### src/lagrange_interpolation_eval_unit_assert.svh
// Assertion helpers for the RTL files, included by lagr_ctrl.
`ifndef LAGRANGE_INTERPOLATION_EVAL_UNIT_ASSERT_SVH
`define LAGRANGE_INTERPOLATION_EVAL_UNIT_ASSERT_SVH

// Same-cycle implication, disabled during reset.
`define LAGR_ASSERT_IMPL(lbl, clk, rst, ante, cons, msg) \
  lbl: assert property (@(posedge clk) disable iff (rst) (ante) |-> (cons)) \
    else $error(msg);

// Next-cycle implication, disabled during reset.
`define LAGR_ASSERT_NEXT(lbl, clk, rst, ante, cons, msg) \
  lbl: assert property (@(posedge clk) disable iff (rst) (ante) |=> (cons)) \
    else $error(msg);

`endif

### src/lagr_pkg.sv
// ----------------------------------------------------------------------------
// lagr_pkg
// Shared types and constants of the Lagrange interpolation evaluator.
// ----------------------------------------------------------------------------
package lagr_pkg;

  localparam int VAL_W   = 32;
  localparam int STAT_W  = 2;
  localparam int IDX_W   = 5;
  localparam int NCFG_W  = 6;

  // Result status codes
  localparam logic [STAT_W-1:0] STATUS_OK  = 2'd0;
  localparam logic [STAT_W-1:0] STATUS_SAT = 2'd1;
  localparam logic [STAT_W-1:0] STATUS_DUP = 2'd2;

  // Input item kind
  typedef enum logic {
    KIND_LOAD = 1'b0,
    KIND_EVAL = 1'b1
  } kind_t;

  // Commands from controller to datapath
  typedef struct packed {
    logic wr_en;       // write node into tables
    logic eval_start;  // latch t, clear accumulator and flags
    logic lat_i;       // latch x_i, y_i, basis factor to 1.0
    logic lat_nd;      // latch numerator and denominator
    logic mul_s;       // product basis * numerator
    logic div_start;   // launch divider
    logic s_upd;       // take saturated quotient as basis factor
    logic mul_y;       // product basis * y_i
    logic acc_add;     // add rounded term
    logic dup_set;     // mark duplicate abscissa
    logic out_load;    // load output register
  } cmd_t;

  // Status from datapath to controller
  typedef struct packed {
    logic den_zero;
    logic div_done;
  } sts_t;

endpackage

### src/lagr_ctrl.sv
`include "lagrange_interpolation_eval_unit_assert.svh"
// ----------------------------------------------------------------------------
// lagr_ctrl
// Controller: handshakes, node count register, loop counters over i and j,
// and command decode for the datapath.
// ----------------------------------------------------------------------------
module lagr_ctrl
  import lagr_pkg::*;
#(
  parameter int MAX_NODES = 32
) (
  input  logic                         clk,
  input  logic                         rst,
  input  logic                         s_valid,
  output logic                         s_ready,
  input  logic                         kind,
  input  logic [IDX_W-1:0]             node_index,
  input  logic                         cfg_valid,
  output logic                         cfg_ready,
  input  logic [NCFG_W-1:0]            cfg_data,
  output logic                         m_valid,
  input  logic                         m_ready,
  output cmd_t                         cmd,
  input  sts_t                         sts,
  output logic [$clog2(MAX_NODES)-1:0] rd_addr
);

  localparam int AW = $clog2(MAX_NODES);
  localparam int CW = $clog2(MAX_NODES + 1);

  typedef enum logic [3:0] {
    ST_IDLE,
    ST_RD_I,
    ST_LAT_I,
    ST_J_CHK,
    ST_J_LAT,
    ST_MUL,
    ST_DIV_GO,
    ST_DIV_WAIT,
    ST_TERM,
    ST_ACC,
    ST_FINISH
  } state_t;

  state_t            state;
  logic [NCFG_W-1:0] node_count;
  logic [CW-1:0]     n_cnt;
  logic [CW-1:0]     i;
  logic [CW-1:0]     j;
  logic [CW-1:0]     n_sel;
  logic              accept;
  logic              out_free;

  assign cfg_ready = 1'b1;
  assign s_ready   = (state == ST_IDLE);
  assign accept    = s_valid && s_ready;
  assign out_free  = !m_valid || m_ready;
  assign n_sel     = (32'(node_count) > MAX_NODES) ? CW'(MAX_NODES) : CW'(node_count);
  assign rd_addr   = (state == ST_RD_I) ? i[AW-1:0] : j[AW-1:0];

  // command decode
  always_comb begin
    cmd            = '0;
    cmd.wr_en      = accept && (kind == KIND_LOAD) && (32'(node_index) < MAX_NODES);
    cmd.eval_start = accept && (kind == KIND_EVAL);
    unique case (state)
      ST_LAT_I:    cmd.lat_i     = 1'b1;
      ST_J_LAT:    cmd.lat_nd    = 1'b1;
      ST_MUL: begin
        cmd.dup_set = sts.den_zero;
        cmd.mul_s   = !sts.den_zero;
      end
      ST_DIV_GO:   cmd.div_start = 1'b1;
      ST_DIV_WAIT: cmd.s_upd     = sts.div_done;
      ST_TERM:     cmd.mul_y     = 1'b1;
      ST_ACC:      cmd.acc_add   = 1'b1;
      ST_FINISH:   cmd.out_load  = out_free;
      default: ;
    endcase
  end

  // state, counters and registered outputs
  always_ff @(posedge clk) begin
    if (rst) begin
      state      <= ST_IDLE;
      node_count <= '0;
      n_cnt      <= '0;
      i          <= '0;
      j          <= '0;
      m_valid    <= 1'b0;
    end else begin
      if (cfg_valid && cfg_ready) begin
        node_count <= cfg_data;
      end
      if (m_valid && m_ready) begin
        m_valid <= 1'b0;
      end
      unique case (state)
        ST_IDLE: begin
          if (accept && kind == KIND_EVAL) begin
            n_cnt <= n_sel;
            i     <= '0;
            state <= (n_sel == '0) ? ST_FINISH : ST_RD_I;
          end
        end
        ST_RD_I:  state <= ST_LAT_I;
        ST_LAT_I: begin
          j     <= '0;
          state <= ST_J_CHK;
        end
        ST_J_CHK: begin
          if (j == n_cnt) begin
            state <= ST_TERM;
          end else if (j == i) begin
            j <= j + CW'(1);
          end else begin
            state <= ST_J_LAT;
          end
        end
        ST_J_LAT: state <= ST_MUL;
        ST_MUL:   state <= sts.den_zero ? ST_FINISH : ST_DIV_GO;
        ST_DIV_GO: state <= ST_DIV_WAIT;
        ST_DIV_WAIT: begin
          if (sts.div_done) begin
            j     <= j + CW'(1);
            state <= ST_J_CHK;
          end
        end
        ST_TERM: state <= ST_ACC;
        ST_ACC: begin
          i     <= i + CW'(1);
          state <= (i + CW'(1) == n_cnt) ? ST_FINISH : ST_RD_I;
        end
        ST_FINISH: begin
          if (out_free) begin
            m_valid <= 1'b1;
            state   <= ST_IDLE;
          end
        end
        default: state <= ST_IDLE;
      endcase
    end
  end

  `LAGR_ASSERT_IMPL(a_node_read_in_range, clk, rst, state == ST_RD_I, i < n_cnt,
    "outer node index out of range")
  `LAGR_ASSERT_IMPL(a_inner_in_range, clk, rst, state == ST_J_CHK, j <= n_cnt,
    "inner node index past node count")
  `LAGR_ASSERT_NEXT(a_div_wait_exit, clk, rst, state == ST_DIV_WAIT,
    state == ST_DIV_WAIT || state == ST_J_CHK, "left divide wait wrongly")
  `LAGR_ASSERT_NEXT(a_finish_holds, clk, rst, state == ST_FINISH && m_valid && !m_ready,
    state == ST_FINISH && m_valid, "result overwritten while pending")

endmodule

### config.mk
export PLATFORM = sky130hd
export DESIGN_NAME = lagr_ctrl
export DESIGN_NICKNAME = d
export VERILOG_FILES = /design/src/lagr_pkg.sv /design/src/lagr_ctrl.sv
export VERILOG_INCLUDE_DIRS = /design/src /design/src/src
export SDC_FILE = /design/constraint.sdc
export NUM_CORES = 1
export LEC_CHECK = 0
export BUFFER_PORTS_ARGS = -buffer_cell sky130_fd_sc_hd__buf_2
export CORE_MARGIN = 3
export CORE_UTILIZATION = 40
export CTS_BUF_LIST = sky130_fd_sc_hd__clkbuf_8
export DETAILED_ROUTE_END_ITERATION = 6
export PLACE_DENSITY = 0.64
export SLEW_MARGIN = 30
export SYNTH_ARGS = -nofsm -noshare
export SYNTH_HDL_FRONTEND = slang
export SYNTH_SLANG_ARGS = --single-unit
### constraint.sdc
create_clock -name clk -period 2.1 [get_ports clk]
set_input_delay 0.105 -clock clk [delete_from_list [all_inputs] [get_ports clk]]
set_output_delay 0.105 -clock clk [all_outputs]
set_load 0.05 [all_outputs]
==> impl_results.md, run 1 <==
* Overall die width at a little under 80 um
* Cell leakage power at ~1 nW
* Global placer's final weighted congestion at around 0.85
* Sequential fraction of the synthesis area at ~28%
* Max-capacitance violation count at 0
* First drt pass iteration count at 4
* Crit Path Max Fanout at 14
* Cell Area, Placed at roughly 2300 um2
* TNS Setup at 0 ns
* Setup Skew at ~0.0084 ns
* End of the critical path: rd_addr[1]
* Post-route worst hold slack at approximately 0.051 ns
* Top cells by area in the synthesized netlist: dfxtp_1 (28%), xnor2_1 (5.0%), mux2i_1 (4.8%), a21oi_1 (4.6%), nand2_1 (3.8%)
* Clock root buffer: clkbuf_8
* First-pass GRT wire length at roughly 8.4 mm
* Status: finished, final reports clean
* Final Hold Violating Endpoints at 0
* Final worst path period need at approximately 1.9 ns
* Yosys warning total at 0
* Worst IR drop on VDD at slightly below 800 uV
* Clock transition at the register clock pins on the worst setup and hold paths after CTS at approximately 0.070 ns
* Proportion of layout cells with a drive suffix above 1 at 26.50%
* Final period util at slightly above 90%
* Number of sinks handled by clock tree synthesis at 29
* TritonCTS clock tree: built
* Largest net degree at the start of global routing at 27
* Worst R2R Start: j[2]
* Die Y-Extent at 78.15 um
* RR Endpoint: j[0]
* Number of DRC markers in iteration 0 at roughly 140
* Starting Density at 42.67%
* Number of buffers inserted during clock tree synthesis at 5
* Share of the synthesized area in the top cell type at around 28%
* Number of H-tree branching levels at 2
* Worst Hold Class: in -> reg
* Number of cells on the worst reg-to-reg path at 5
* Most instantiated flip-flop cell in the synthesis netlist: dfxtp_1
* GRT Residual Overflow at 0
* Yosys cell types at 58
* Worst endpoint data arrival time at around 1.8 ns
* Share of async-settable or async-resettable flops after synthesis at 0%
* Total Power at 0.002080 W
* Post-Synthesis Cell Area at approximately 2100 um2
* Data required, critical path at around 2 ns
* Routed vias/inst at approximately 5.3
* Antenna violations before repair at 0
* Wire length reported by the detailed router at 4.794 mm
* Slew Limit Fails at 0
* Post-synthesis instance total at between 200 and 300
* Routed vias at approximately 1,800
* Number of flops mapped to enable cells by yosys at 0
* RSZ-0062 raised after global routing: no
* Detailed-route DRC error count at 0
* I/O pins at 38
* Max Buffers Root-to-Sink at 2
* Post-synthesis area per instance at about 8.3 um2
* Growth of design area from synthesis to finish at 15.20%
* Total power density per cell area at slightly below 900 nW/um2
* CP Launch Type: register
* Critical path capture point type: output port
* Crit path from: state[1]
* Number of nets in the final layout at ~300
* Area leader, netlist: dfxtp_1
* Via count of the first global-routing pass at 1,744
* Routed wire length per instance at around 14 um
* Hold-fix buffers at CTS at 0
* Die ar. at between 6000 and 7000 um2
* Aggregate global-route resource usage at between 15 and 20%
* Setup Viol. Count Final at 0
* Site Rows at 25
* Setup Crit Path Kind: reg -> out
* Synth Register Bits at 29
* Post-route standard cell area excluding fillers at around 2400 um2
* Post-Synthesis Net Count at ~270
* R2r setup slk at roughly 0.23 ns
* Clock Latency Late Sink at between 0.2 and 0.3 ns
* Final core occ at around half
* Achievable frequency at between 0.5 and 0.6 GHz
* Core footprint at approximately 4900 um2
* Diode count at 0
* Port bufs at 31
* Number of nets with antenna violations after routing at 0
* HPWL after detailed placement at approximately 3.5 mm
[per-stage QoR]
stage | setup WS (ns) | std cells
6_report | 0.1595 | 350
5_1_grt | 0.005725 | 350
4_1_cts | 0.1466 | 350
3_5_place_dp | 0.2252 | 342
3_3_place_gp | 0.2491 | 342
2_1_floorplan | 0.006316 | 251
[critical path, cell delays in order (launching register included)]
cell and delay [ns]:
dfxtp_1 0.46, nand2b_1 0.25, nor3_2 0.11, buf_4 0.17, mux2_2 0.34, buf_2 0.21
[layout by cell type (no fill, tap or decap), types with 3 or more instances in the layout]
cell type,instances
a21oi_1,19
nor2_1,20
mux2i_1,10
xnor2_1,12
inv_1,5
mux2_2,5
o21ai_0,9
buf_2,31
dfxtp_1,28
buf_4,11
nor3_1,10
or3_1,4
o211ai_1,3
nand2b_1,8
clkbuf_8,6
nand4_1,4
nand3b_1,7
nand3_1,9
nand2_1,21
xor2_1,7
[timing repair]
item	CTS	global route
setup buffers	0	0
endpoints found under the hold margin	0	0
endpoints found under the setup margin	0	1
gates resized for setup	0	2
[cells in the mapped netlist, types with 2 or more instances]
cell,count
buf_4,6
xnor2_1,12
nand3b_1,7
dfxtp_1,29
clkbuf_1,5
nand4_1,4
inv_1,5
o21ai_0,9
nor3_1,10
o2111ai_1,2
a211o_1,2
a31oi_1,2
or3_1,4
o31ai_1,2
o211ai_1,3
nand2_1,21
mux2i_1,10
nor3b_1,2
buf_2,2
mux2_2,5
and3_1,2
ha_1,2
a311oi_1,2
buf_6,5
nor3_2,2
nor4_4,2
nor2b_1,2
nor2_1,20
and2_1,2
nor4b_1,2
nand3_1,9
nand2b_1,8
xor2_1,7
nor4_1,2
a21oi_1,19
[report_power, final]
| part | internal, W | total, W | switching, W |
|---|---|---|---|
| Clock | 0.000386 | 0.000628 | 0.000242 |
| Sequential | 0.000590 | 0.000677 | 0.0000877 |
| Combinational | 0.000286 | 0.000775 | 0.000489 |
| Total | 0.00126 | 0.00208 | 0.000819 |
[worst min path at each step]
stage                     cells past startpoint        start  slack (ns)             to
after floorplan                               2  cfg_data[0]        0.25  node_count[0]
after global placement                        3  cfg_data[2]        0.34  node_count[2]
after detailed placement                      3  cfg_data[3]        0.35  node_count[3]
after CTS                                     3  cfg_data[4]        0.05  node_count[4]
after global routing                          3  cfg_data[2]        0.08  node_count[2]
final                                         3  cfg_data[4]        0.05  node_count[4]
[registers in the layout, indices dropped and copies added, names as in the netlist]
signal	cells
n_cnt	6
state	4
node_count	6
m_valid	1
j	6
i	6
[logic make-up (layout without fill, tap and decap cells)]
group / Yosys count / count (layout) / share of synthesized area (%)
AO/OA/AOI/OAI: 48 / 48 / 15.02
XOR/XNOR: 20 / 20 / 8.774
adder cells (fa/ha/maj): 2 / 2 / 1.202
buffers and inverters: 25 / 57 / 7.512
flip-flops: 29 / 29 / 27.88
multiplexers: 15 / 15 / 7.512
other: 1 / 1 / 0.1801
AND/OR/NAND/NOR: 111 / 111 / 31.91
[area by class of cell]
cell class | count | area, um2
clock buffers | 6 | 82.58
clock inverters | 2 | 37.54
fillers | 512 | 2481
inverters | 7 | 27.53
multi-input cells | 197 | 1348
flip-flops and latches | 29 | 581.8
well taps | 67 | 83.83
repair buffers | 42 | 237.7
[metal layers]
metal,global-route usage [%],up-vias,routed length [um]
met1,24.58,831,2422
met5,0,-,0
met3,3.211,8,203
met2,25.60,38,2106
li1,-,962,-
met4,5.245,0,62
Power figures use the tool's default switching activity.
==> inputs of run 2 (changes only) <==
--- a/config.mk
+++ b/config.mk
@@ -12,6 +12,7 @@
 export CTS_BUF_LIST = sky130_fd_sc_hd__clkbuf_8
 export DETAILED_ROUTE_END_ITERATION = 6
 export PLACE_DENSITY = 0.64
+export REMOVE_ABC_BUFFERS = 1
 export SLEW_MARGIN = 30
 export SYNTH_ARGS = -nofsm -noshare
 export SYNTH_HDL_FRONTEND = slang
==> impl_results.md, run 2 (synthesized netlist as in run 1, its figures left out) <==
* Status: finished, final reports clean
* Number of nets in the final layout at approximately 300
* Final period util at ~94%
* Post-route standard cell area excluding fillers at roughly 2400 um2
* Overall die width at roughly 78 um
* Number of DRC markers in iteration 0 at 76
* Max-capacitance violation count at 0
* Final worst path period need at approximately 2.0 ns
* Number of nets with antenna violations after routing at 0
* Diode count at 0
* Slew Limit Fails at 0
* CP Launch Type: register
* Setup Skew at roughly 0.008 ns
* Worst endpoint data arrival time at about 1.9 ns
* Number of buffers inserted during clock tree synthesis at 5
* Antenna violations before repair at 0
* Routed vias at approximately 1,900
* HPWL after detailed placement at roughly 3.6 mm
* Number of cells on the worst reg-to-reg path at 6
* Critical path capture point type: output port
* Worst IR drop on VDD at about 740 uV
* Data required, critical path at 2.00 ns
* First-pass GRT wire length at between 8 and 9 mm
* Clock Latency Late Sink at approximately 0.27 ns
* Die ar. at slightly above 6000 um2
* R2r setup slk at 0.22 ns
* Site Rows at 25
* Core footprint at just under 5000 um2
* Worst Hold Class: in -> reg
* Number of gates resized after cts at 0
* Wire length reported by the detailed router at about 4.9 mm
* Via count of the first global-routing pass at ~1,700
* Hold-fix buffers at CTS at 0
* Post-CTS Setup Inserts at 0
* Commonest cells after routing, fill and taps aside: buf_2 (31), dfxtp_1 (29), nand2_1 (21), nor2_1 (20), a21oi_1 (19)
* Total Power at about 0.0020 W
* Crit Path Max Fanout at 9
* Routed vias/inst at approximately 5.3
* TritonCTS clock tree: built
* Detailed-route DRC error count at 0
* GRT Residual Overflow at 0
* Largest net degree at the start of global routing at 27
* Cell leakage power at between 1 and 1.5 nW
* Global placer's final weighted congestion at a little under 0.8
* First drt pass iteration count at 5
* Starting Density at 42.67%
* Final core occ at 49.18%
* Clock transition at the register clock pins on the worst setup and hold paths after CTS at about 0.07 ns
* Aggregate global-route resource usage at around 16%
* Growth of design area from synthesis to finish at 15.26%
* Worst hold path stage count at 3
* Routed wire length per instance at approximately 14 um
* Number of H-tree branching levels at 2
* Achievable frequency at 0.5069 GHz
* Max Buffers Root-to-Sink at 2
* Total power density per cell area at 838.7 nW/um2
* Cell Area, Placed at 2296 um2
* Most frequent standard cell in the layout excluding fill and tap cells: buf_2
* Number of sinks handled by clock tree synthesis at 29
* I/O pins at 38
* Setup Viol. Count Final at 0
* Proportion of layout cells with a drive suffix above 1 at 25.96%
* Setup Crit Path Kind: reg -> out
* Clock root buffer: clkbuf_8
* Die Y-Extent at 78.15 um
* Final Hold Violating Endpoints at 0
* RSZ-0062 raised after global routing: no
* Port bufs at 31
==> run 2: cell count changes in the layout (fill, tap and decap cells not counted), sizes merged <==
| cell | before | now |
|---|---|---|
| buf | 42 | 45 |
| clkbuf | 6 | 5 |
| clkinv | 1 | 2 |
| clkinvlp | 1 | 0 |
==> run 2: power by group <==
part           internal, W  leakage [nW]  switching (W)  total (W)
logic             0.000298         0.721       0.000490   0.000788
clock network     0.000344        0.0540       0.000211   0.000555
registers         0.000590         0.235      0.0000790   0.000669
==> run 2: worst paths after layout <==
check | start | to
max | state[0] | rd_addr[0]
min reg2reg | n_cnt[0] | n_cnt[0]
max reg2reg | i[1] | state[3]
min | cfg_data[1] | node_count[1]
==> run 2: layout make-up <==
cell class	count	area (um2)
multi-input cells	197	1345
clock buffers	5	68.82
clock inverters	2	35.03
repair buffers	45	260.3
flip-flops and latches	29	580.6
well taps	67	83.83
fillers	497	2480
inverters	7	26.28
==> run 2: through the flow <==
stage,std cells,TNS [ns],setup WS (ns),hold WS [ns]
floorplan,233,-0.9792,-0.1877,0.1741
global placement,345,0,0.2884,0.3386
detailed placement,345,0,0.2597,0.3477
CTS,352,0,0.1253,0.06482
global route,352,0,0.01090,0.08211
finish,352,0,0.1274,0.06630
==> run 2: layer usage <==
| metal | global-route usage [%] | vias to the layer above | share of wire [%] | routed length (um) |
|---|---|---|---|---|
| met5 | 0 | - | 0 | 0 |
| met4 | 4.021 | 0 | 0.78 | 38 |
| met3 | 3.211 | 4 | 4.9 | 239 |
| met2 | 23.89 | 44 | 44 | 2133 |
| met1 | 24.19 | 854 | 50 | 2443 |
| li1 | - | 962 | - | - |
==> run 2: worst max-delay path, cell delays in order, from the launching register on <==
cell and delay [ns]:
dfxtp_1 0.58, nand2b_1 0.17, nor3_2 0.12, buf_4 0.17
mux2_2 0.34, buf_2 0.21
==> inputs of run 3 (changes only) <==
--- a/config.mk
+++ b/config.mk
@@ -6,12 +6,12 @@
 export SDC_FILE = /design/constraint.sdc
 export NUM_CORES = 1
 export LEC_CHECK = 0
-export BUFFER_PORTS_ARGS = -buffer_cell sky130_fd_sc_hd__buf_2
 export CORE_MARGIN = 3
 export CORE_UTILIZATION = 40
 export CTS_BUF_LIST = sky130_fd_sc_hd__clkbuf_8
 export DETAILED_ROUTE_END_ITERATION = 6
-export PLACE_DENSITY = 0.64
+export DONT_BUFFER_PORTS = 1
+export PLACE_DENSITY = 0.57
 export REMOVE_ABC_BUFFERS = 1
 export SLEW_MARGIN = 30
 export SYNTH_ARGS = -nofsm -noshare
==> impl_results.md, run 3 (synthesized netlist as in run 1, its figures left out) <==
* Proportion of layout cells with a drive suffix above 1 at between 20% and 30%
* Antenna violations before repair at 0
* Data required, critical path at 2.00 ns
* Growth of design area from synthesis to finish at 20.61%
* Commonest cells after routing, fill and taps aside: dfxtp_1 (29), buf_4 (27), nand2_1 (21), nor2_1 (20), a21oi_1 (19)
* HPWL after detailed placement at ~3.7 mm
* Worst endpoint data arrival time at 1.88 ns
* Port bufs at 0
* CP Launch Type: register
* Site Rows at 25
* Via count of the first global-routing pass at between 1,500 and 2,000
* Number of cells on the worst reg-to-reg path at 5
* Routed vias at roughly 1,900
* Worst Hold Class: in -> reg
* Wire length reported by the detailed router at around 5.1 mm
* End of the critical path: cmd[10]
* Starting Density at a little over two fifths
* Total power density per cell area at 846.4 nW/um2
* Overall die width at 78.15 um
* Core footprint at around 4900 um2
* Max Buffers Root-to-Sink at 2
* Status: finished, final reports clean
* Final worst path period need at between 1.5 and 2 ns
* TritonCTS clock tree: built
* Global placer's final weighted congestion at 0.8140
* Worst hold path stage count at 2
* Number of DRC markers in iteration 0 at 97
* GRT Residual Overflow at 0
* Routed wire length per instance at around 15 um
* RSZ-0062 raised after global routing: no
* Post-CTS Setup Inserts at 0
* Die Y-Extent at roughly 80 um
* Relative slew slack at between 40% and 50%
* Clock Latency Late Sink at 0.28 ns
* Achievable frequency at 0.5027 GHz
* Post-route worst hold slack at ~0.018 ns
* Count of placed standard cells in the final layout, fillers left out at approximately 350
* Setup Skew at between 0.008 and 0.009 ns
* Number of nets with antenna violations after routing at 0
* RR Endpoint: j[4]
* Clock root buffer: clkbuf_8
* Crit Path Max Fanout at 8
* Cell leakage power at 0.9902 nW
* Number of nets in the final layout at about 300
* Crit path from: state[2]
* First drt pass iteration count at 4
* Diode count at 0
* I/O pins at 38
* Worst-Margin Slew at between 0.8 and 0.9 ns
* Worst R2R Start: i[2]
* Hold Crit Start: rst
* Max-capacitance violation count at 0
* Routed vias/inst at roughly 5.5
* Clock transition at the register clock pins on the worst setup and hold paths after CTS at 0.07 ns
* Final period util at a little over nine tenths
* Aggregate global-route resource usage at 18.00%
* Setup Crit Path Kind: reg -> out
* Critical path capture point type: output port
* Detailed-route DRC error count at 0
* Total placed cells including tap cells at approximately 330
* Largest net degree at the start of global routing at 22
* Slew Limit Fails at 0
* Final Hold Violating Endpoints at 0
* Worst IR drop on VDD at 690.4 uV
* Die ar. at 6107 um2
* Final core occ at roughly half
* Most frequent standard cell in the layout excluding fill and tap cells: dfxtp_1
* R2r setup slk at between 0.2 and 0.25 ns
* First-pass GRT wire length at around 9 mm
* Number of buffers inserted during clock tree synthesis at 5
* Number of sinks handled by clock tree synthesis at 29
* Number of H-tree branching levels at 2
* Setup Viol. Count Final at 0
run 3: final cells by class:
type / instances / area [um2]
flip-flops and latches: 29 / 580.6
multi-input cells: 197 / 1353
clock inverters: 3 / 46.29
inverters: 7 / 26.28
fillers: 488 / 2369
well taps: 67 / 83.83
clock buffers: 5 / 68.82
repair buffers: 41 / 352.8
run 3: how the worst min path moves through the flow:
stage | slack, ns | endpoint
2_1_floorplan | 0.17 | i[1]
3_3_place_gp | 0.18 | m_valid
3_5_place_dp | 0.18 | m_valid
4_1_cts | 0.01 | j[1]
5_1_grt | 0.02 | j[1]
6_report | 0.02 | j[1]
run 3: what timing repair did:
item                       4_1_cts  5_1_grt
hold endpoints to repair        21        0
gates resized for setup          0        1
setup endpoints to repair        0        1
hold buffers                    13        0
run 3: report_power, final:
group          leakage [nW]  total (W)  switching [W]  internal, W
logic                 0.700   0.000892       0.000534     0.000358
clock network        0.0543   0.000595       0.000240     0.000355
registers             0.235   0.000639      0.0000488     0.000590
run 3: worst max-delay path: stages (launching register included):
cell	delay, ns
dfxtp_1	0.39
buf_4	0.21
nor4_4	0.35
buf_4	0.28
and3b_1	0.23
buf_12	0.15
run 3: per-stage QoR:
step	instance area, um2	worst slack [ns]	TNS [ns]	power [W]
after floorplan	1952	-0.1877	-0.9792	0.001240
after CTS	2504	0.1062	0	0.002129
after global routing	2511	0.02327	0	0.002249
after global placement	2258	0.2821	0	0.001498
after detailed placement	2258	0.2607	0	0.001501
final	2511	0.1106	0	0.002125
run 3: per-layer routing:
metal	routed length [um]	track usage [%]	vias up
met5	0	0	-
met4	36	4.371	0
met1	2533	23.83	905
met2	2340	30.05	39
met3	215	3.555	4
li1	-	-	963
